--- config.mk ---
export PLATFORM = sky130hd
export DESIGN_NAME = uart_rx_tx_ring_buffers_unit_flat
export DESIGN_NICKNAME = d
export VERILOG_FILES = /design/src/rtl/uartrb_pkg.sv /design/src/rtl/uartrb_in_if.sv /design/src/rtl/uartrb_out_if.sv /design/src/rtl/uartrb_ram.sv /design/src/rtl/uartrb_ctrl.sv /design/src/rtl/uart_rx_tx_ring_buffers_unit.sv /design/src/flat_wrapper.sv
export VERILOG_INCLUDE_DIRS = /design/src /design/src/rtl
export SDC_FILE = /design/constraint.sdc
export NUM_CORES = 2
export LEC_CHECK = 0
export BUFFER_PORTS_ARGS = -buffer_cell sky130_fd_sc_hd__clkbuf_2
export CAP_MARGIN = 20
export CORE_UTILIZATION = 53
export CTS_CLUSTER_SIZE = 28
export DETAILED_ROUTE_END_ITERATION = 8
export GPL_TIMING_DRIVEN = 0
export PLACE_DENSITY = 0.71
export SLEW_MARGIN = 10
export SYNTH_ARGS = -nofsm -noshare
export SYNTH_HDL_FRONTEND = slang
export SYNTH_SLANG_ARGS = --single-unit
--- constraint.sdc ---
create_clock -name i_clk -period 4.01 [get_ports i_clk]
set_input_delay 0.401 -clock i_clk [delete_from_list [all_inputs] [get_ports i_clk]]
set_output_delay 0.401 -clock i_clk [all_outputs]
set_load 0.1 [all_outputs]
--- src/rtl/uart_rx_tx_ring_buffers_unit_defines.svh ---
`ifndef UART_RX_TX_RING_BUFFERS_UNIT_DEFINES_SVH
`define UART_RX_TX_RING_BUFFERS_UNIT_DEFINES_SVH

// Concurrent check on an explicit clock and active-low reset.
`define URB_ASSERT_CLK(label, clk, rst_n, prop, msg) \
    label: assert property (@(posedge clk) disable iff (!rst_n) prop) else $error(msg);

// Concurrent check on the block clock and reset.
`define URB_ASSERT(label, prop, msg) \
    `URB_ASSERT_CLK(label, i_clk, i_rst_n, prop, msg)

`endif

--- src/rtl/uartrb_pkg.sv ---
`timescale 1ns / 1ps

package uartrb_pkg;

    // item kinds
    localparam logic [1:0] KIND_HOST_RD = 2'd0;
    localparam logic [1:0] KIND_HOST_WR = 2'd1;
    localparam logic [1:0] KIND_LINE    = 2'd2;

    // line status bit positions
    localparam int ST_RX_READY = 0;
    localparam int ST_OVERRUN  = 1;
    localparam int ST_TX_EMPTY = 2;

    // per-beat decision, everything but the popped byte
    typedef struct packed {
        logic       ok;
        logic       send;
        logic       dropped;
        logic       cleared;
        logic       rd_rx;
        logic       irq;
        logic [7:0] rx_count;
        logic [7:0] tx_count;
    } t_item_res;

    // one ring memory access
    typedef struct packed {
        logic we;
        logic re;
    } t_mem_req;

endpackage

--- src/rtl/uartrb_in_if.sv ---
`timescale 1ns / 1ps

interface uartrb_in_if;
    logic       valid;
    logic       ready;
    logic [1:0] kind;
    logic [7:0] data_in;
    logic [2:0] line_status;

    modport source (output valid, kind, data_in, line_status, input ready);
    modport sink   (input valid, kind, data_in, line_status, output ready);
endinterface

--- src/rtl/uartrb_out_if.sv ---
`timescale 1ns / 1ps

interface uartrb_out_if;
    logic       valid;
    logic       ready;
    logic       ok;
    logic [7:0] byte_out;
    logic       send_valid;
    logic       rx_dropped;
    logic       rings_cleared;
    logic       tx_irq_enable;
    logic [7:0] rx_count;
    logic [7:0] tx_count;

    modport source (output valid, ok, byte_out, send_valid, rx_dropped, rings_cleared,
                    tx_irq_enable, rx_count, tx_count, input ready);
    modport sink   (input valid, ok, byte_out, send_valid, rx_dropped, rings_cleared,
                    tx_irq_enable, rx_count, tx_count, output ready);
endinterface

--- src/rtl/uartrb_ram.sv ---
`timescale 1ns / 1ps

// Byte ring storage: one write port, one read port, registered read data.
module uartrb_ram #(
    parameter int DEPTH = 256,
    parameter int AW    = 8
) (
    input  logic          i_clk,
    input  logic          i_we,
    input  logic [AW-1:0] i_waddr,
    input  logic [7:0]    i_wdata,
    input  logic          i_re,
    input  logic [AW-1:0] i_raddr,
    output logic [7:0]    o_rdata
);

    logic [7:0] r_mem [DEPTH];
    logic [7:0] r_rdata;

    always_ff @(posedge i_clk) begin
        if (i_we) begin
            r_mem[i_waddr] <= i_wdata;
        end
        // read data holds until the next read
        if (i_re) begin
            r_rdata <= r_mem[i_raddr];
        end
    end

    assign o_rdata = r_rdata;

endmodule

--- src/rtl/uartrb_ctrl.sv ---
`timescale 1ns / 1ps

// Ring pointers, interrupt enable and per-beat decisions.
module uartrb_ctrl #(
    parameter int QUEUE_DEPTH = 256,
    parameter int PW          = 8
) (
    input  logic                  i_clk,
    input  logic                  i_rst_n,
    input  logic                  i_go,
    input  logic [1:0]            i_kind,
    input  logic [2:0]            i_line_status,
    output uartrb_pkg::t_item_res o_res,
    output uartrb_pkg::t_mem_req  o_rx_req,
    output uartrb_pkg::t_mem_req  o_tx_req,
    output logic [PW-1:0]         o_rx_waddr,
    output logic [PW-1:0]         o_rx_raddr,
    output logic [PW-1:0]         o_tx_waddr,
    output logic [PW-1:0]         o_tx_raddr
);

    localparam logic [PW:0] DEPTH_W = (PW+1)'(QUEUE_DEPTH);

    logic [PW-1:0] r_rx_wp, r_rx_rp, r_tx_wp, r_tx_rp;
    logic [PW-1:0] n_rx_wp, n_rx_rp, n_tx_wp, n_tx_rp;
    logic          r_irq, n_irq;
    logic [PW-1:0] rx_wnext, rx_rnext, tx_wnext, tx_rnext;
    logic          rx_empty, rx_full, tx_empty, tx_full;
    uartrb_pkg::t_item_res res;
    uartrb_pkg::t_mem_req  rx_req, tx_req;

    function automatic logic [PW-1:0] f_next(input logic [PW-1:0] p);
        logic [PW:0] inc;
        inc = {1'b0, p} + {{PW{1'b0}}, 1'b1};
        return (inc >= DEPTH_W) ? '0 : inc[PW-1:0];
    endfunction

    // fill level, low byte only
    function automatic logic [7:0] f_fill(input logic [PW-1:0] wp, input logic [PW-1:0] rp);
        logic [PW:0]   d;
        logic [PW+7:0] ext;
        if (wp >= rp) begin
            d = {1'b0, wp} - {1'b0, rp};
        end else begin
            d = {1'b0, wp} + DEPTH_W - {1'b0, rp};
        end
        ext = {7'b0, d};
        return ext[7:0];
    endfunction

    assign rx_wnext = f_next(r_rx_wp);
    assign rx_rnext = f_next(r_rx_rp);
    assign tx_wnext = f_next(r_tx_wp);
    assign tx_rnext = f_next(r_tx_rp);
    assign rx_empty = (r_rx_wp == r_rx_rp);
    assign tx_empty = (r_tx_wp == r_tx_rp);
    assign rx_full  = (rx_wnext == r_rx_rp);
    assign tx_full  = (tx_wnext == r_tx_rp);

    always_comb begin
        n_rx_wp = r_rx_wp;
        n_rx_rp = r_rx_rp;
        n_tx_wp = r_tx_wp;
        n_tx_rp = r_tx_rp;
        n_irq   = r_irq;
        res     = '0;
        rx_req  = '0;
        tx_req  = '0;
        case (i_kind)
            uartrb_pkg::KIND_HOST_RD: begin
                if (!rx_empty) begin
                    rx_req.re = 1'b1;
                    res.rd_rx = 1'b1;
                    res.ok    = 1'b1;
                    n_rx_rp   = rx_rnext;
                end
            end
            uartrb_pkg::KIND_HOST_WR: begin
                if (!tx_full) begin
                    tx_req.we = 1'b1;
                    res.ok    = 1'b1;
                    n_tx_wp   = tx_wnext;
                    n_irq     = 1'b1;
                end
            end
            uartrb_pkg::KIND_LINE: begin
                if (i_line_status[uartrb_pkg::ST_RX_READY]) begin
                    if (!i_line_status[uartrb_pkg::ST_OVERRUN] && !rx_full) begin
                        rx_req.we = 1'b1;
                        res.ok    = 1'b1;
                        n_rx_wp   = rx_wnext;
                    end else begin
                        res.dropped = 1'b1;
                    end
                end else if (i_line_status[uartrb_pkg::ST_OVERRUN]) begin
                    // byte discarded, nothing changes
                end else if (i_line_status[uartrb_pkg::ST_TX_EMPTY]) begin
                    if (!tx_empty) begin
                        tx_req.re = 1'b1;
                        res.send  = 1'b1;
                        res.ok    = 1'b1;
                        n_tx_rp   = tx_rnext;
                    end else begin
                        n_irq = 1'b0;
                    end
                end else begin
                    // no status bit: empty both rings
                    n_rx_wp     = '0;
                    n_rx_rp     = '0;
                    n_tx_wp     = '0;
                    n_tx_rp     = '0;
                    n_irq       = 1'b0;
                    res.cleared = 1'b1;
                end
            end
            default: begin
            end
        endcase
        res.irq      = n_irq;
        res.rx_count = f_fill(n_rx_wp, n_rx_rp);
        res.tx_count = f_fill(n_tx_wp, n_tx_rp);
    end

    always_ff @(posedge i_clk) begin
        if (!i_rst_n) begin
            r_rx_wp <= '0;
            r_rx_rp <= '0;
            r_tx_wp <= '0;
            r_tx_rp <= '0;
            r_irq   <= 1'b0;
        end else if (i_go) begin
            r_rx_wp <= n_rx_wp;
            r_rx_rp <= n_rx_rp;
            r_tx_wp <= n_tx_wp;
            r_tx_rp <= n_tx_rp;
            r_irq   <= n_irq;
        end
    end

    assign o_res      = res;
    assign o_rx_req   = '{we: rx_req.we & i_go, re: rx_req.re & i_go};
    assign o_tx_req   = '{we: tx_req.we & i_go, re: tx_req.re & i_go};
    assign o_rx_waddr = r_rx_wp;
    assign o_rx_raddr = r_rx_rp;
    assign o_tx_waddr = r_tx_wp;
    assign o_tx_raddr = r_tx_rp;

endmodule

--- src/rtl/uart_rx_tx_ring_buffers_unit.sv ---
`timescale 1ns / 1ps
// Pipeline: an accepted input beat passes through stage 1 and then the output register.
// Throughput: one beat per cycle while the receiver keeps o_out.ready high; pointers update at
// accept, bytes are read from the ring memories at accept and reach stage 1 through their registered read port.
// Reset: synchronous, active low; clears pointers, transmit interrupt enable and
// beat valids. Ring memories are not cleared and need no clearing pass.

`include "uart_rx_tx_ring_buffers_unit_defines.svh"

module uart_rx_tx_ring_buffers_unit #(
    parameter int QUEUE_DEPTH = 256
) (
    input  logic                i_clk,
    input  logic                i_rst_n,
    uartrb_in_if.sink           i_in,
    uartrb_out_if.source        o_out
);

    localparam int PW = $clog2(QUEUE_DEPTH);

    // accept stage feeds the memory read; stage 1 waits for read data
    logic                  go;
    logic                  s1_move;
    uartrb_pkg::t_item_res res;
    uartrb_pkg::t_mem_req  rx_req, tx_req;
    logic [PW-1:0]         rx_waddr, rx_raddr, tx_waddr, tx_raddr;
    logic [7:0]            rx_rdata, tx_rdata;
    logic [7:0]            n_byte;

    logic                  r_s1_valid;
    uartrb_pkg::t_item_res r_s1;

    // output register
    logic                  r_out_valid;
    uartrb_pkg::t_item_res r_out;
    logic [7:0]            r_out_byte;

    // stage 1 advances when the output register is free or being drained
    assign s1_move    = !r_out_valid || o_out.ready;
    assign i_in.ready = !r_s1_valid || s1_move;
    assign go         = i_in.valid && i_in.ready;

    uartrb_ctrl #(
        .QUEUE_DEPTH (QUEUE_DEPTH),
        .PW          (PW)
    ) u_ctrl (
        .i_clk         (i_clk),
        .i_rst_n       (i_rst_n),
        .i_go          (go),
        .i_kind        (i_in.kind),
        .i_line_status (i_in.line_status),
        .o_res         (res),
        .o_rx_req      (rx_req),
        .o_tx_req      (tx_req),
        .o_rx_waddr    (rx_waddr),
        .o_rx_raddr    (rx_raddr),
        .o_tx_waddr    (tx_waddr),
        .o_tx_raddr    (tx_raddr)
    );

    // Receive ring: written by line events, read by host reads.
    uartrb_ram #(
        .DEPTH (QUEUE_DEPTH),
        .AW    (PW)
    ) u_rx_ram (
        .i_clk   (i_clk),
        .i_we    (rx_req.we),
        .i_waddr (rx_waddr),
        .i_wdata (i_in.data_in),
        .i_re    (rx_req.re),
        .i_raddr (rx_raddr),
        .o_rdata (rx_rdata)
    );

    // Transmit ring: written by host writes, read on transmitter empty.
    uartrb_ram #(
        .DEPTH (QUEUE_DEPTH),
        .AW    (PW)
    ) u_tx_ram (
        .i_clk   (i_clk),
        .i_we    (tx_req.we),
        .i_waddr (tx_waddr),
        .i_wdata (i_in.data_in),
        .i_re    (tx_req.re),
        .i_raddr (tx_raddr),
        .o_rdata (tx_rdata)
    );

    // A read only targets a slot written by an earlier beat, and the read
    // data register holds while stage 1 is stalled (no new read is issued).
    always_comb begin
        if (r_s1.rd_rx) begin
            n_byte = rx_rdata;
        end else if (r_s1.send) begin
            n_byte = tx_rdata;
        end else begin
            n_byte = 8'd0;
        end
    end

    always_ff @(posedge i_clk) begin
        if (!i_rst_n) begin
            r_s1_valid  <= 1'b0;
            r_out_valid <= 1'b0;
        end else begin
            if (i_in.ready) begin
                r_s1_valid <= go;
            end
            if (s1_move) begin
                r_out_valid <= r_s1_valid;
            end
        end
    end

    always_ff @(posedge i_clk) begin
        if (go) begin
            r_s1 <= res;
        end
        if (s1_move && r_s1_valid) begin
            r_out      <= r_s1;
            r_out_byte <= n_byte;
        end
    end

    assign o_out.valid         = r_out_valid;
    assign o_out.ok            = r_out.ok;
    assign o_out.byte_out      = r_out_byte;
    assign o_out.send_valid    = r_out.send;
    assign o_out.rx_dropped    = r_out.dropped;
    assign o_out.rings_cleared = r_out.cleared;
    assign o_out.tx_irq_enable = r_out.irq;
    assign o_out.rx_count      = r_out.rx_count;
    assign o_out.tx_count      = r_out.tx_count;

    `URB_ASSERT(a_stall_blocks, r_s1_valid && r_out_valid && !o_out.ready |-> !i_in.ready, "input taken while stage 1 is stuck")
    `URB_ASSERT(a_accept_lands, go |=> r_s1_valid, "accepted beat did not reach stage 1")
    `URB_ASSERT(a_clear_empty, o_out.valid && o_out.rings_cleared |-> (o_out.rx_count == 8'd0) && (o_out.tx_count == 8'd0) && !o_out.tx_irq_enable, "clear left data or interrupt")
    `URB_ASSERT(a_send_ok, o_out.valid && o_out.send_valid |-> o_out.ok && !o_out.rx_dropped, "send without ok")

endmodule

--- src/flat_wrapper.sv ---
// flat-port wrapper written by rule: the top's interface ports become plain ports
module uart_rx_tx_ring_buffers_unit_flat 
#(
    parameter int QUEUE_DEPTH = 256
)
  (i_clk, i_rst_n, i_in_valid, i_in_kind, i_in_data_in, i_in_line_status, i_in_ready, o_out_valid, o_out_ok, o_out_byte_out, o_out_send_valid, o_out_rx_dropped, o_out_rings_cleared, o_out_tx_irq_enable, o_out_rx_count, o_out_tx_count, o_out_ready);
  uartrb_in_if i_in_i ();
  uartrb_out_if o_out_i ();
  input  logic i_clk;
  input  logic i_rst_n;
  input wire logic [$bits(i_in_i.valid)-1:0] i_in_valid;
  input wire logic [$bits(i_in_i.kind)-1:0] i_in_kind;
  input wire logic [$bits(i_in_i.data_in)-1:0] i_in_data_in;
  input wire logic [$bits(i_in_i.line_status)-1:0] i_in_line_status;
  output wire logic [$bits(i_in_i.ready)-1:0] i_in_ready;
  output wire logic [$bits(o_out_i.valid)-1:0] o_out_valid;
  output wire logic [$bits(o_out_i.ok)-1:0] o_out_ok;
  output wire logic [$bits(o_out_i.byte_out)-1:0] o_out_byte_out;
  output wire logic [$bits(o_out_i.send_valid)-1:0] o_out_send_valid;
  output wire logic [$bits(o_out_i.rx_dropped)-1:0] o_out_rx_dropped;
  output wire logic [$bits(o_out_i.rings_cleared)-1:0] o_out_rings_cleared;
  output wire logic [$bits(o_out_i.tx_irq_enable)-1:0] o_out_tx_irq_enable;
  output wire logic [$bits(o_out_i.rx_count)-1:0] o_out_rx_count;
  output wire logic [$bits(o_out_i.tx_count)-1:0] o_out_tx_count;
  input wire logic [$bits(o_out_i.ready)-1:0] o_out_ready;
  assign i_in_i.valid = i_in_valid;
  assign i_in_i.kind = i_in_kind;
  assign i_in_i.data_in = i_in_data_in;
  assign i_in_i.line_status = i_in_line_status;
  assign i_in_ready = i_in_i.ready;
  assign o_out_valid = o_out_i.valid;
  assign o_out_ok = o_out_i.ok;
  assign o_out_byte_out = o_out_i.byte_out;
  assign o_out_send_valid = o_out_i.send_valid;
  assign o_out_rx_dropped = o_out_i.rx_dropped;
  assign o_out_rings_cleared = o_out_i.rings_cleared;
  assign o_out_tx_irq_enable = o_out_i.tx_irq_enable;
  assign o_out_rx_count = o_out_i.rx_count;
  assign o_out_tx_count = o_out_i.tx_count;
  assign o_out_i.ready = o_out_ready;
  uart_rx_tx_ring_buffers_unit #(.QUEUE_DEPTH(QUEUE_DEPTH)) u_core (.i_clk(i_clk), .i_rst_n(i_rst_n), .i_in(i_in_i), .o_out(o_out_i));
endmodule
==> results.cfg <==
[layout]
drive_gt1_frac = 0.285
layout_common_cells = edfxtp_1 (4163), mux4_2 (952), mux2i_1 (437)
layout.nets = 8615
final_common_cell = edfxtp_1
nFillCells = 21200
area_growth_pct = 14.3
final_area_um2 = 188000

[placement]
dpl_worst_slack_ns = -2.18
place_hpwl_um = 313000
gp_congestion = 1.02
place_area_um2 = 172000
port_buffers = 47

[clock_network]
cts.clk_slew.worst_paths_ns = 0.06
cts.sinks = 4198
htreeDepth = 5
cts_buffer_depth = 4
cts_tree = built
clk_latency_ns = 0.98
ctsRootBufferMaster = clkbuf_16
cts_made_buffers = 414

[floorplan]
die_y_um = 559
dieArea_um2 = 313000
start_util = 0.532
rows = 204
core-area_um2 = 309000
die_w_um = 559
io_pins = 48

[setup_path]
cp_data_required_time_ns = 4.75
cp_common_cell = clkbuf_1
reg2reg_from = u_core.u_ctrl.o_tx_raddr[2]$_SDFFE_PN0P_
critPathArrivalTime_ns = 4.89
critPathLaunch = u_core.u_ctrl.o_tx_raddr[2]$_SDFFE_PN0P_
end_kind = flop
max_stage_delay_ns = 0.62
worstPathCellList = nand2_1, clkbuf_1, clkbuf_1, buf_8, o221ai_1, o22ai_1, a2111oi_1, a31oi_1, nand4b_1, o21ai_0, nor3_2
path_delay_family = compound AO/OA/AOI/OAI gates
critPathKind = flop to flop
cp_max_fo = 10
critPathBufInv = 3
critPathLaunchType = flop
crit_path_top_delay_cell = a2111oi_1

[sta]
tns_ns = -0.874
relSlewSlack = 0.152
hold_violations = 0
tightest_slew_ns = 1.27
fin_skew_ns = 0.0765
setup_slack_ns = -0.131
period_minus_slack_ns = 4.14
fmax_ghz = 0.241
rsz0062_at_grt = true
period_share = 1.03
setup_violations = 18
drv_slew = 0

[hold_path]
hold_path.class = input port to flop
min_from = i_in_data_in[2]

[synth]
synth_ff_type = edfxtp_1
ys_warn_count = 0
syn_avg_cell_area_um2 = 20.7
async_flop_share = 0
ys_types = 74
syn_nets = 8001
syn-cell-area_um2 = 164000
synth-seq-cells = 4198
seq_area_frac_synth = 0.764
synthCells = 7954
synth-edff-count = 4163

[power_and_ir_drop]
leakagePower_nw = 56.1
irDropWorstVdd_uv = 381
power_density_nw_per_um2 = 480

[drt]
drtIter0Drc = 13600
vias = 87700
wl_um = 468000
viasPerCell = 6.72
antenna_left = 0
drt-pass1-iter-count = 7
drc = 0
wl_per_cell_um = 35.9

[global_route]
antenna_found_initial = 26
grt_usage = 0.297
grt_pass1_vias = 85900
grt_pass1_wl_um = 650000
grt_max_degree = 148
overflow = 0

[run_status]
outcome = finished with violations
failed_checks = negative setup slack

[job]
maxCapViolCount = 0
-- logic make-up (layout without fill, tap and decap cells) --
group / count (synthesis) / in the layout / synth area share
xor gates and xnor gates: 46 / 46 / 0.00245
AOI/OAI and AO/OA: 760 / 760 / 0.0327
adders and majority gates: 30 / 30 / 0.00237
DFF: 4198 / 4198 / 0.764
buffers and inverters: 524 / 1480 / 0.0147
and+or+nand+nor: 1004 / 1004 / 0.0262
muxes: 1392 / 1392 / 0.157
other: 0 / 8 / 0
-- Yosys cell counts (all sizes together) (5+ instances only) --
master   instances  area, um^2
nand3           51         260
nand2          210         796
and3            19         119
xor2            21         184
o21ai           68         340
nor3            28         150
nand4b           7        61.3
o221ai         213        1870
buf            260        1420
o21a             5        37.5
xnor2           25         219
ha              28         350
dfxtp           35         701
nand2b          15        93.8
a211oi          76         571
mux4           952       21400
a2111oi         10        88.8
and2            17         106
clkbuf         238         893
edfxtp        4163      125000
or3              5        31.3
inv             25        93.8
a21oi          137         686
nand4           17         106
o31ai            7        52.6
a22oi           68         510
o22ai          107         669
nor2           573        2150
a31oi           18         113
a21o             6        45.0
a22o            11        96.3
nor4            11        68.8
a211o            6        52.6
or4             17         128
mux2i          438        4380
nor2b           19         119
-- metal layers --
layer,GRT usage,share of wire
met5,0,0.00053
met1,0.404,0.36
met2,0.445,0.45
met3,0.0942,0.14
met4,0.125,0.049
-- report_power, final --
part	switching, mW	leakage (nW)	internal (mW)	total [mW]
Clock	16.5	6.38	21.6	38.2
Sequential	0.0270	37.7	48.3	48.3
Combinational	2.41	12.0	1.29	3.70
Total	19.0	56.1	71.2	90.2
-- through the flow --
step | utilization | hold WS (ns) | instances | power [mW]
2_1_floorplan | - | 0.400 | 7954 | 51.0
4_1_cts | 0.604 | 0.0375 | 13000 | 90.2
5_1_grt | 0.609 | 0.0490 | 13000 | 92.0
3_5_place_dp | 0.555 | 0.406 | 12200 | 52.8
6_report | 0.609 | 0.0669 | 13000 | 90.2
3_3_place_gp | 0.550 | 0.408 | 12100 | 53.1
-- sequential cells by signal, summed over array words and instances (netlist names), 8 cells and up --
| name | cells |
|---|---|
| u_core.u_rx_ram.o_rdata | 8 |
| u_core.o_out.tx_count | 8 |
| u_core.u_tx_ram.r_mem | 2048 |
| u_core.u_ctrl.o_rx_raddr | 8 |
| u_core.u_ctrl.o_tx_waddr | 8 |
| u_core.u_tx_ram.o_rdata | 8 |
| u_core.u_rx_ram.r_mem | 2048 |
| u_core.u_ctrl.o_tx_raddr | 8 |
| u_core.o_out.rx_count | 8 |
| u_core.o_out.byte_out | 8 |
| u_core.u_ctrl.o_rx_waddr | 8 |
| u_core.r_s1 | 22 |
-- worst reg2reg max path, stage by stage, from the launching register on --
cell and delay [ns]:
dfxtp_1 0.58, nand2_1 0.36, clkbuf_1 0.38, clkbuf_1 0.39
buf_8 0.27, o221ai_1 0.31, o22ai_1 0.27, a2111oi_1 0.63
a31oi_1 0.12, nand4b_1 0.16, o21ai_0 0.14, nor3_2 0.33
-- final timing paths --
check | endpoint | slack [ns] | cells past startpoint
max reg2reg | u_core.u_tx_ram.o_rdata[5]$_DFFE_PP_ | -0.13 | 11
max | u_core.u_tx_ram.o_rdata[5]$_DFFE_PP_ | -0.13 | 11
min | u_core.u_tx_ram.r_mem[48][2]$_DFFE_PP_ | 0.07 | 1
min reg2reg | u_core.o_out.rx_count[2]$_DFFE_PP_ | 0.42 | 0
-- area by class of cell --
cell class	instances	area, um^2	area share
well taps	4120	5150	0.0274
diodes	8	20.0	0.000107
flip-flops and latches	4198	126000	0.669
plain buffers	489	3000	0.0160
repair buffers	207	2540	0.0135
clock buffers	510	10900	0.0581
inverters	26	105	0.000559
clock inverters	248	2300	0.0122
multi-input cells	3232	38200	0.203
-- timing repair --
action                                   CTS  global route
pin swaps                                 29            51
endpoints found under the setup margin  4130          2626
cloned                                     0             0
buffers inserted                          39            35
hold endpoints to repair                 200             0
gates resized for setup                  466           361
hold buffers                              12             0
Power figures use the tool's default switching activity.
